`src/strs_pkg.sv`:
```
// ---------------------------------------------------------------------------
// strs_pkg
// Shared types and constants for the stepper trapezoid ramp sequencer.
// ---------------------------------------------------------------------------
package strs_pkg;

    localparam int TABLE_STEPS_DEF  = 256;
    localparam int HOMING_STEPS_DEF = 256;

    localparam int PERIOD_W = 16;
    localparam int ROT_W    = 16;
    localparam int CMD_W    = 2;
    localparam int PHASE_W  = 3;
    localparam int SEG_W    = ROT_W + 2;
    localparam int CFG_IDX_W = 2;

    localparam logic [PERIOD_W-1:0] START_PERIOD_RST = 16'd2000;
    localparam logic [PERIOD_W-1:0] END_PERIOD_RST   = 16'd500;
    localparam logic [PERIOD_W-1:0] ACCEL_STEP_RST   = 16'd10;

    typedef enum logic [PHASE_W-1:0] {
        PH_IDLE   = 3'd0,
        PH_ACCEL  = 3'd1,
        PH_STEADY = 3'd2,
        PH_DECEL  = 3'd3,
        PH_HOMING = 3'd4
    } phase_t;

    typedef enum logic [CMD_W-1:0] {
        CMD_TICK   = 2'd0,
        CMD_START  = 2'd1,
        CMD_HOMING = 2'd2,
        CMD_STOP   = 2'd3
    } cmd_t;

    typedef enum logic [CFG_IDX_W-1:0] {
        CFG_START_PERIOD = 2'd0,
        CFG_END_PERIOD   = 2'd1,
        CFG_ACCEL_STEP   = 2'd2,
        CFG_UNUSED       = 2'd3
    } cfg_idx_t;

    typedef struct packed {
        logic [PERIOD_W-1:0] start_period;
        logic [PERIOD_W-1:0] end_period;
        logic [PERIOD_W-1:0] accel_step;
    } cfg_t;

endpackage

```
`src/strs_period.sv`:
```
// ---------------------------------------------------------------------------
// strs_period
// Step period lookup: ramp period with clamp, steady and homing periods.
// ---------------------------------------------------------------------------
module strs_period #(
    parameter int TABLE_STEPS = strs_pkg::TABLE_STEPS_DEF,
    parameter int IDX_W       = 9
) (
    input  strs_pkg::phase_t                 phase,
    input  logic [IDX_W-1:0]                 idx,
    input  strs_pkg::cfg_t                   cfg,
    output logic [strs_pkg::PERIOD_W-1:0]    period
);

    logic [IDX_W-1:0]                      ramp_arg;
    logic [IDX_W+strs_pkg::PERIOD_W-1:0]   dec;
    logic [strs_pkg::PERIOD_W-1:0]         ramp_raw;
    logic [strs_pkg::PERIOD_W-1:0]         ramp;

    always_comb begin
        // deceleration walks the ramp backwards
        if (phase == strs_pkg::PH_DECEL) begin
            ramp_arg = IDX_W'(TABLE_STEPS - 1) - idx;
        end else begin
            ramp_arg = idx;
        end
        dec = ramp_arg * cfg.accel_step;
        if (dec >= (IDX_W+strs_pkg::PERIOD_W)'(cfg.start_period)) begin
            ramp_raw = '0;
        end else begin
            ramp_raw = cfg.start_period - dec[strs_pkg::PERIOD_W-1:0];
        end
        ramp = (ramp_raw < cfg.end_period) ? cfg.end_period : ramp_raw;

        case (phase)
            strs_pkg::PH_ACCEL:  period = ramp;
            strs_pkg::PH_DECEL:  period = ramp;
            strs_pkg::PH_STEADY: period = cfg.end_period;
            strs_pkg::PH_HOMING: period = cfg.start_period;
            default:             period = '0;
        endcase
    end

endmodule

```
`src/stepper_trapezoid_ramp_sequencer.sv`:
```
// ---------------------------------------------------------------------------
// stepper_trapezoid_ramp_sequencer
// Step pulse generator with a trapezoidal speed profile and homing run.
// ---------------------------------------------------------------------------
// Every input beat is one timer tick or command and yields exactly one result
// beat, registered in the cycle after acceptance. A new beat is taken every
// clock while the result side keeps up (s_ready is low only while a result
// is held by m_ready). The per-beat path is the step period lookup: one
// index by accel_step multiply, a subtract and clamp against end_period.
// A rotation run of n turns steps through 4n segments of TABLE_STEPS steps:
// accelerate, steady, decelerate. Configuration writes take effect at once
// and should be made while idle.
module stepper_trapezoid_ramp_sequencer #(
    parameter int TABLE_STEPS  = strs_pkg::TABLE_STEPS_DEF,
    parameter int HOMING_STEPS = strs_pkg::HOMING_STEPS_DEF
) (
    input  logic                                aclk,
    input  logic                                aresetn,
    input  logic                                s_valid,
    output logic                                s_ready,
    input  logic [strs_pkg::CMD_W-1:0]          s_command,
    input  logic [strs_pkg::ROT_W-1:0]          s_rotations,
    output logic                                m_valid,
    input  logic                                m_ready,
    output logic                                m_step_pulse,
    output logic                                m_enable_n,
    output logic [strs_pkg::PHASE_W-1:0]        m_phase,
    output logic                                m_accepted,
    input  logic                                cfg_wr_en,
    input  logic [strs_pkg::CFG_IDX_W-1:0]      cfg_index,
    input  logic [strs_pkg::PERIOD_W-1:0]       cfg_wdata
);

    localparam int MAX_STEPS = (TABLE_STEPS > HOMING_STEPS) ? TABLE_STEPS : HOMING_STEPS;
    localparam int IDX_W     = $clog2(MAX_STEPS + 1);

    strs_pkg::cfg_t                          cfg_reg;
    strs_pkg::phase_t                        phase_reg, phase_next;
    logic [IDX_W-1:0]                        idx_reg, idx_next, idx_inc, limit;
    logic [strs_pkg::SEG_W-1:0]              seg_reg, seg_next, seg_dec;
    logic [strs_pkg::PERIOD_W-1:0]           tick_reg, tick_next;
    logic [strs_pkg::PERIOD_W-1:0]           period_reg, period_next, period_lut;
    logic                                    enable_reg, enable_next;
    logic                                    load_period;
    logic                                    pulse, taken;
    strs_pkg::cmd_t                          cmd;
    logic                                    s_beat;

    logic                                    m_valid_reg;
    logic                                    m_step_pulse_reg;
    logic                                    m_enable_n_reg;
    logic [strs_pkg::PHASE_W-1:0]            m_phase_reg;
    logic                                    m_accepted_reg;

    assign s_ready = !m_valid_reg || m_ready;
    assign s_beat  = s_valid && s_ready;
    assign cmd     = strs_pkg::cmd_t'(s_command);

    // configuration registers
    always_ff @(posedge aclk) begin
        if (!aresetn) begin
            cfg_reg.start_period <= strs_pkg::START_PERIOD_RST;
            cfg_reg.end_period   <= strs_pkg::END_PERIOD_RST;
            cfg_reg.accel_step   <= strs_pkg::ACCEL_STEP_RST;
        end else if (cfg_wr_en) begin
            case (strs_pkg::cfg_idx_t'(cfg_index))
                strs_pkg::CFG_START_PERIOD: cfg_reg.start_period <= cfg_wdata;
                strs_pkg::CFG_END_PERIOD:   cfg_reg.end_period   <= cfg_wdata;
                strs_pkg::CFG_ACCEL_STEP:   cfg_reg.accel_step   <= cfg_wdata;
                default: ;
            endcase
        end
    end

    strs_period #(
        .TABLE_STEPS (TABLE_STEPS),
        .IDX_W       (IDX_W)
    ) u_period (
        .phase  (phase_next),
        .idx    (idx_next),
        .cfg    (cfg_reg),
        .period (period_lut)
    );

    always_comb begin
        phase_next  = phase_reg;
        idx_next    = idx_reg;
        seg_next    = seg_reg;
        tick_next   = tick_reg;
        enable_next = enable_reg;
        load_period = 1'b0;
        pulse       = 1'b0;
        taken       = 1'b0;
        idx_inc     = idx_reg + 1'b1;
        seg_dec     = seg_reg - 1'b1;
        limit       = (phase_reg == strs_pkg::PH_HOMING) ? IDX_W'(HOMING_STEPS)
                                                         : IDX_W'(TABLE_STEPS);

        if (cmd == strs_pkg::CMD_STOP) begin
            phase_next  = strs_pkg::PH_IDLE;
            idx_next    = '0;
            seg_next    = '0;
            tick_next   = '0;
            enable_next = 1'b1;
        end else if (cmd == strs_pkg::CMD_START && phase_reg == strs_pkg::PH_IDLE
                     && s_rotations != '0) begin
            seg_next    = {s_rotations, 2'b00} - 1'b1;
            phase_next  = strs_pkg::PH_ACCEL;
            idx_next    = '0;
            tick_next   = '0;
            load_period = 1'b1;
            enable_next = 1'b0;
            taken       = 1'b1;
        end else if (cmd == strs_pkg::CMD_HOMING && phase_reg == strs_pkg::PH_IDLE) begin
            seg_next    = '0;
            phase_next  = strs_pkg::PH_HOMING;
            idx_next    = '0;
            tick_next   = '0;
            load_period = 1'b1;
            enable_next = 1'b0;
            taken       = 1'b1;
        end else if (phase_reg != strs_pkg::PH_IDLE) begin
            if (tick_reg != period_reg) begin
                tick_next = tick_reg + 1'b1;
            end else begin
                pulse     = 1'b1;
                tick_next = '0;
                if (idx_inc < limit) begin
                    idx_next    = idx_inc;
                    load_period = 1'b1;
                end else if (phase_reg == strs_pkg::PH_HOMING
                             || phase_reg == strs_pkg::PH_DECEL || seg_reg == '0) begin
                    phase_next  = strs_pkg::PH_IDLE;
                    idx_next    = '0;
                    seg_next    = '0;
                    enable_next = 1'b1;
                end else begin
                    // next segment: last one left is the deceleration
                    seg_next    = seg_dec;
                    phase_next  = (seg_dec == '0) ? strs_pkg::PH_DECEL : strs_pkg::PH_STEADY;
                    idx_next    = '0;
                    load_period = 1'b1;
                end
            end
        end
    end

    always_comb begin
        if (phase_next == strs_pkg::PH_IDLE) begin
            period_next = '0;
        end else if (load_period) begin
            period_next = period_lut;
        end else begin
            period_next = period_reg;
        end
    end

    always_ff @(posedge aclk) begin
        if (!aresetn) begin
            phase_reg  <= strs_pkg::PH_IDLE;
            idx_reg    <= '0;
            seg_reg    <= '0;
            tick_reg   <= '0;
            period_reg <= '0;
            enable_reg <= 1'b1;
        end else if (s_beat) begin
            phase_reg  <= phase_next;
            idx_reg    <= idx_next;
            seg_reg    <= seg_next;
            tick_reg   <= tick_next;
            period_reg <= period_next;
            enable_reg <= enable_next;
        end
    end

    // result register
    always_ff @(posedge aclk) begin
        if (!aresetn) begin
            m_valid_reg <= 1'b0;
        end else if (s_beat) begin
            m_valid_reg <= 1'b1;
        end else if (m_ready) begin
            m_valid_reg <= 1'b0;
        end
    end

    always_ff @(posedge aclk) begin
        if (s_beat) begin
            m_step_pulse_reg <= pulse;
            m_enable_n_reg   <= enable_next;
            m_phase_reg      <= phase_next;
            m_accepted_reg   <= taken;
        end
    end

    assign m_valid      = m_valid_reg;
    assign m_step_pulse = m_step_pulse_reg;
    assign m_enable_n   = m_enable_n_reg;
    assign m_phase      = m_phase_reg;
    assign m_accepted   = m_accepted_reg;

endmodule

```
`config.mk`:
```
export PLATFORM = sky130hd
export DESIGN_NAME = stepper_trapezoid_ramp_sequencer
export DESIGN_NICKNAME = d
export VERILOG_FILES = /design/src/strs_pkg.sv /design/src/strs_period.sv /design/src/stepper_trapezoid_ramp_sequencer.sv
export SDC_FILE = /design/constraint.sdc
export NUM_CORES = 1
export LEC_CHECK = 0
export BUFFER_PORTS_ARGS = -buffer_cell sky130_fd_sc_hd__buf_2
export CORE_MARGIN = 2
export CORE_UTILIZATION = 50
export CTS_CLUSTER_DIAMETER = 40
export CTS_CLUSTER_SIZE = 30
export DETAILED_ROUTE_END_ITERATION = 6
export PLACE_DENSITY = 0.76
export SLEW_MARGIN = 20
export SYNTH_ARGS = -nofsm -noshare
export SYNTH_HDL_FRONTEND = slang
export SYNTH_SLANG_ARGS = --single-unit
```
`constraint.sdc`:
```
create_clock -name aclk -period 12.4 [get_ports aclk]
set_input_delay 0.62 -clock aclk [delete_from_list [all_inputs] [get_ports aclk]]
set_output_delay 0.62 -clock aclk [all_outputs]
set_load 0.05 [all_outputs]
```
# Word-level counts from Yosys, hierarchy flattened
# Cells that the tools add are included.
[totals]
ff_bits = 118
inputBits = 41
out_inout_bits = 8
elab_cells = 116
[op_classes]
addsub = 6
mul = 1
order_cmp = 3
eq_ne = 14
n_mux = 51
bitwise = 1
reduce_logical = 26
[op_table]
columns = ["cell", "count"]
rows = [
  ["$mux W16", 9],
  ["$mux W18", 7],
  ["$mux W9", 7],
  ["$pmux W16 S3", 1],
  ["$logic_not A18 Y1", 2],
  ["$sub A18 B1 Y18 const B", 2],
  ["$ge A25 B16 Y1", 1],
  ["$mul A9 B16 Y25", 1],
  ["$mux W1", 20],
  ["$mux W3", 6],
  ["$add A16 B1 Y16 const B", 1],
  ["$lt A16 B16 Y1", 1],
  ["$ne A16 B16 Y1", 1],
  ["$reduce_bool A16 Y1", 1],
  ["$sub A16 B16 Y16", 1],
  ["$reduce_and A2 Y1", 5],
  ["$add A9 B1 Y9 const B", 1],
  ["$eq A3 B2 Y1 const B", 3],
  ["$lt A9 B9 Y1 const B", 1],
  ["$sub A8 B9 Y9 const A", 1],
  ["$ne A4 B4 Y1 const B", 2],
  ["$eq A2 B2 Y1 const B", 3],
  ["$eq A3 B3 Y1 const B", 2],
  ["$logic_not A3 Y1", 2],
  ["14 further kinds", 21],
]

# Longest topological paths before layout
[logic_depth]
depth_word = 20
ltp_mapped = 49
ltp_nobuf = 44

# By module
# From an unflattened synthesis, not the netlist that was laid out.
[hier_totals]
hier_cells = 1589
area_unflattened_um2 = 12743.5
[by_module_without_submodules]
columns = ["module", "instances", "cells_each", "area_per_inst_um2", "seq_area_each_um2"]
rows = [
  ["strs_period", 1, 853, 6829.0, 0.0],
  ["stepper_trapezoid_ramp_sequencer", 1, 736, 5914.4, 2422.3],
]

# Worst setup path after synthesis
# Ideal clock, no wire load.
[synth_timing]
path_type = "register to register"
start = "reg seg_reg[2] in the netlist's numbering"
end = "reg period_reg[10] in the netlist's numbering"
setup_time_ps = 134
arrival_time_ps = 11042
required_ps = 12266
path_slack_ps = 1225
path_stages_with_launch = 47
path_buffers = 6
synth_period_minus_slack_ps = 11175
cell_sequence = "dfxtp_1 clkbuf_1 or4_1 clkbuf_1 or3_1 nor3_1 xor2_1 nor4_1 a31oi_1 nor4_4 xnor2_1 clkbuf_1 and2_1 fa_1 inv_1 fa_1 inv_1 fa_1 (+11 left out) a21oi_1 o22a_1 nand4b_1 nor3_1 clkbuf_1 and2_1 ha_1 a21o_1 a21o_1 a21o_1 a21o_1 a21oi_1 nor2_1 a211oi_1 and2_1 clkbuf_1 clkbuf_1 o211ai_1"
[synth_via]
elab_chain_cells = 20
elab_cells_between_ends = 37
cone_classes = "add/sub (2); mul (1); order compare (2); eq/ne (4); mux (21); reduce/logical (7)"
[synth_rtl]
columns = ["item", "line", "rtl"]
rows = [
  ["start: declaration", "stepper_trapezoid_ramp_sequencer.sv:40", "logic [strs_pkg::SEG_W-1:0] seg_reg, seg_next, seg_dec;"],
  ["start signal: assignment", "stepper_trapezoid_ramp_sequencer.sv:169", "seg_reg <= seg_next;"],
  ["$sub A18 B1 Y18", "stepper_trapezoid_ramp_sequencer.sv:95", "seg_dec = seg_reg - 1'b1;"],
  ["$logic_not A18 Y1", "stepper_trapezoid_ramp_sequencer.sv:140", "phase_next = (seg_dec == '0) ? strs_pkg::PH_DECEL : strs_pkg::PH_STEADY;"],
  ["$mux W1", "stepper_trapezoid_ramp_sequencer.sv:140", ""],
  ["$mux W2", "stepper_trapezoid_ramp_sequencer.sv:131", "end else if (phase_reg == strs_pkg::PH_HOMING"],
  ["$mux W3", "stepper_trapezoid_ramp_sequencer.sv:128", "if (idx_inc < limit) begin"],
  ["$mux W3", "stepper_trapezoid_ramp_sequencer.sv:123", "if (tick_reg != period_reg) begin"],
  ["$mux W3", "stepper_trapezoid_ramp_sequencer.sv:122", "end else if (phase_reg != strs_pkg::PH_IDLE) begin"],
  ["$mux W3", "stepper_trapezoid_ramp_sequencer.sv:114", "end else if (cmd == strs_pkg::CMD_HOMING && phase_reg == strs_pkg::PH_IDLE) begin"],
  ["(+4 left out)", "n/a", ""],
  ["$mul A9 B16 Y25", "strs_period.sv:27", "dec = ramp_arg * cfg.accel_step;"],
  ["$ge A25 B16 Y1 / $sub A16 B16 Y16 (equally long branches)", "strs_period.sv:28, strs_period.sv:31", ""],
  ["$mux W16", "strs_period.sv:28", "if (dec >= (IDX_W+strs_pkg::PERIOD_W)'(cfg.start_period)) begin"],
  ["$lt A16 B16 Y1", "strs_period.sv:33", "ramp = (ramp_raw < cfg.end_period) ? cfg.end_period : ramp_raw;"],
  ["$mux W16", "strs_period.sv:33", ""],
  ["$pmux W16 S3", "strs_period.sv:35", "case (phase)"],
  ["$mux W16", "stepper_trapezoid_ramp_sequencer.sv:151", "end else if (load_period) begin"],
  ["$mux W16", "stepper_trapezoid_ramp_sequencer.sv:149", "if (phase_next == strs_pkg::PH_IDLE) begin"],
  ["end signal: assignment", "stepper_trapezoid_ramp_sequencer.sv:171", "period_reg <= period_next;"],
  ["end: declaration", "stepper_trapezoid_ramp_sequencer.sv:42", "logic [strs_pkg::PERIOD_W-1:0] period_reg, period_next, period_lut;"],
]
# Parallel ways exist; a longest one is shown, timed or not. The select of a mux whose other input is x is not followed.
# A chain may end at the register's enable or synchronous reset.

# Worst setup path after layout
[layout_timing]
start = "reg seg_reg[2] in the netlist's numbering"
end = "reg period_reg[0] in the netlist's numbering"
# Same word-level chain as after synthesis.

==> summary.txt <==
Finish
  – Max reg flops: 48
  – Final net count: 1,811
  – Area delta synth->final: 9.023%
  – Final cell count without fillers: 1,920
  – Layout cell share with drive strength beyond 1: 0.07498
  – Final core utilization: 0.5503
  – Fillers: 2,278

CTS
  – CTS root buffer: clkbuf_16
  – CTS Hold Bufs: 0
  – Clock sinks: 118
  – Total CTS buffers: 17
  – H-Tree Depth: 4
  – CTS tree: yes
  – Worst-path clk slew: 60 ps
  – Clk_lat worst skew: 420 ps
  – Clock Path Buffers: 2

Route
  – Antenna-violating nets left: 0
  – Post-DR wirelength/cell: 17.00 µm
  – Vias per Instance: 5.813
  – Vias: 11,160
  – First-pass detailed-route iteration total: 5
  – 1st-iter DRT viols: 902
  – Post-Route WL: 32.65 mm
  – Post-route DRC: 0

Synth
  – Seq cells post-synth: 118
  – Post-Syn Area per Cell: 8.033 µm²
  – Mapped Nets: 1,801
  – Top_reg_cell synth: dfxtp_1
  – Cells after Synth: 1,564
  – Post-synth EDFFs: 6
  – Largest area contributor in the netlist: dfxtp_1
  – Sequential cell area fraction in the yosys report: 0.1928
  – Yosys top cell area share: 0.1785
  – Synth area leaders: dfxtp_1, fa_1, ha_1
  – Post-synth cell types: 71
  – FFs w/ async S/R, synth: 0
  – Syn Std Cell Area: 12,560 µm²
  – YS warnings: 0

Worst setup path
  – Reg2Reg Depth: 38
  – Cell repeated most along the worst path: fa_1
  – Critical Path Slowest Stage Cell: or4_1
  – Crit Path Class: flop to flop
  – RR Startpoint: seg_reg[2]
  – Worst path max stage delay: 690 ps
  – Critical path peak fanout: 16
  – Worst EP required: 12,700 ps
  – Critical Path Sink Type: flop
  – Crit path DAT: 11,650 ps
  – Launch point of the worst path: seg_reg[2]
  – Startpoint Class: flop

Placed design
  – GP Congestion: 0.9363
  – Inst Count DP: 1,885
  – PortBufs: 48
  – Post-DP HPWL: 24.75 mm

Min path
  – Worst hold stages: 3
  – Min-delay src: s_valid
  – Min-delay worst type: input port to flop

Timing
  – Period utilization: 0.9156
  – Final setup viols: 0
  – RSZ-0062 raised after global routing: false
  – Hold Vio Cnt, Final: 0
  – Worst rel slew slack: 0.4574
  – Clock Skew: 10.02 ps
  – Final Max Tran Viols: 0
  – Fmax: 88.08 MHz
  – Worst hold margin: 479.0 ps
  – Setup TNS: 0 ps
  – Worst Tran Pin Value: 811.5 ps
  – Crit path time final: 11,350 ps

GRT
  – Initial antenna violation count: 3
  – Global Route Usage Sum: 0.2530
  – Global-route wire length before repair: 54.25 mm
  – Vias in the first global route: 11,089
  – Largest net degree at the start of global routing: 85
  – Overflow after GRT: 0

Floorplan
  – Die Y: 162.5 µm
  – Core Box Area: 24,890 µm²
  – Die Span X: 162.5 µm
  – Initial Utilization: 0.5047
  – Die Area: 26,410 µm²
  – IO Count: 49
  – Rows: 58

Power and ir drop
  – Leakage: 6.307 nW
  – Worst-case vdd ir drop: 0.00008913 V
  – PwrDens: 93.67 nW/µm²

Run
  – Max Cap Viol: 0

Run status
  – Status: completed
[per-layer routing]
layer,vias to the layer above,part of all wire,GRT usage
li1,5343,-,-
met1,5384,0.44,0.3368
met2,376,0.48,0.4290
met3,57,0.061,0.03769
met4,0,0.021,0.07200
met5,-,0,0
[cells in the final DEF, fill, tap and decap left out, drive strengths merged, types with 24 or more instances in the layout]
| master | instances |
|---|---|
| and2 | 111 |
| o21ai | 44 |
| buf | 68 |
| inv | 160 |
| a21oi | 50 |
| nor3 | 26 |
| nor2 | 68 |
| clkbuf | 24 |
| a21boi | 54 |
| xor2 | 57 |
| nand2 | 223 |
| dfxtp | 112 |
| o211ai | 33 |
| xnor2 | 36 |
| fa | 100 |
| nand4 | 29 |
| nand3 | 51 |
| ha | 96 |
[Yosys cell counts (4+ instances only)]
library cell  instances
a22o_1               17
a21boi_0             53
and3_1                9
buf_2                 6
nor4_1               16
a31oi_1               5
a21oi_1              50
clkbuf_1             58
o31ai_1              12
nor2b_1               8
nand3b_1              5
buf_1                13
ha_1                 96
or3_1                10
or4_1                 4
nor3b_1               9
nand2_1             223
nand2b_1              8
o31a_1                4
edfxtp_1              6
nand4_1              29
o211ai_1             33
nor3_1               26
o21ai_0              43
xor2_1               57
o21bai_1              5
inv_1               160
nor2_1               68
o22ai_1              15
fa_1                100
xnor2_1              36
and2_1              111
a21o_1               22
a211oi_1              7
nand3_1              51
a22oi_1              19
o21a_1                7
dfxtp_1             112
nor4b_1               4
or2_2                 7
[kinds of logic after synthesis]
| family | share of synthesized area |
|---|---|
| flops | 0.1928 |
| mux | 0.001594 |
| xor+xnor | 0.06483 |
| fa+ha+maj | 0.2550 |
| simple gates | 0.2386 |
| buf+inv | 0.07141 |
| compound gates | 0.1758 |
[critical path: cells and delay by family, from the launching register on]
family	cells	cell delay, ps
simple gates	17	5310
xor+xnor	3	740
fa+ha+maj	7	2910
compound gates	7	1370
flops	1	390
buf+inv	4	470
[worst paths after layout]
| path | end | slack, ps |
|---|---|---|
| min | m_valid | 480 |
| max | period_reg[0] | 1050 |
| max reg2reg | period_reg[0] | 1050 |
| min reg2reg | enable_reg | 490 |
[timing repair]
| action | 4_1_cts | 5_1_grt |
|---|---|---|
| setup buffers | 0 | 0 |
| gates resized for setup | 0 | 4 |
| endpoints found under the setup margin | 0 | 16 |
[per-stage QoR]
stage / cell area, µm² / total power [mW] / setup WS, ps
floorplan: 12560 / 0.7061 / 1225
CTS: 13660 / 1.280 / 122.7
finish: 13700 / 1.283 / 1047
global placement: 13090 / 0.7956 / 570.0
detailed placement: 13090 / 0.8017 / 201.6
global route: 13690 / 1.348 / 224.7
[cell type report]
class / count / area (µm²) / area share
Multi-Input combinational cell: 1209 / 9298 / 0.6788
Timing Repair Buffer: 68 / 390.4 / 0.02850
Inverter: 160 / 600.6 / 0.04385
Clock inverter: 8 / 73.82 / 0.005390
Clock buffer: 24 / 491.7 / 0.03590
Tap cell: 330 / 412.9 / 0.03015
Sequential cell: 118 / 2422 / 0.1769
Antenna cell: 3 / 7.507 / 0.0005481
[report_power, final]
part,leakage (nW),switching (mW),internal [mW]
combinational,5.06,0.240,0.143
sequential,0.969,0.0234,0.399
clock,0.276,0.181,0.296
total,6.31,0.445,0.838
(Power assumes the default switching activity.)
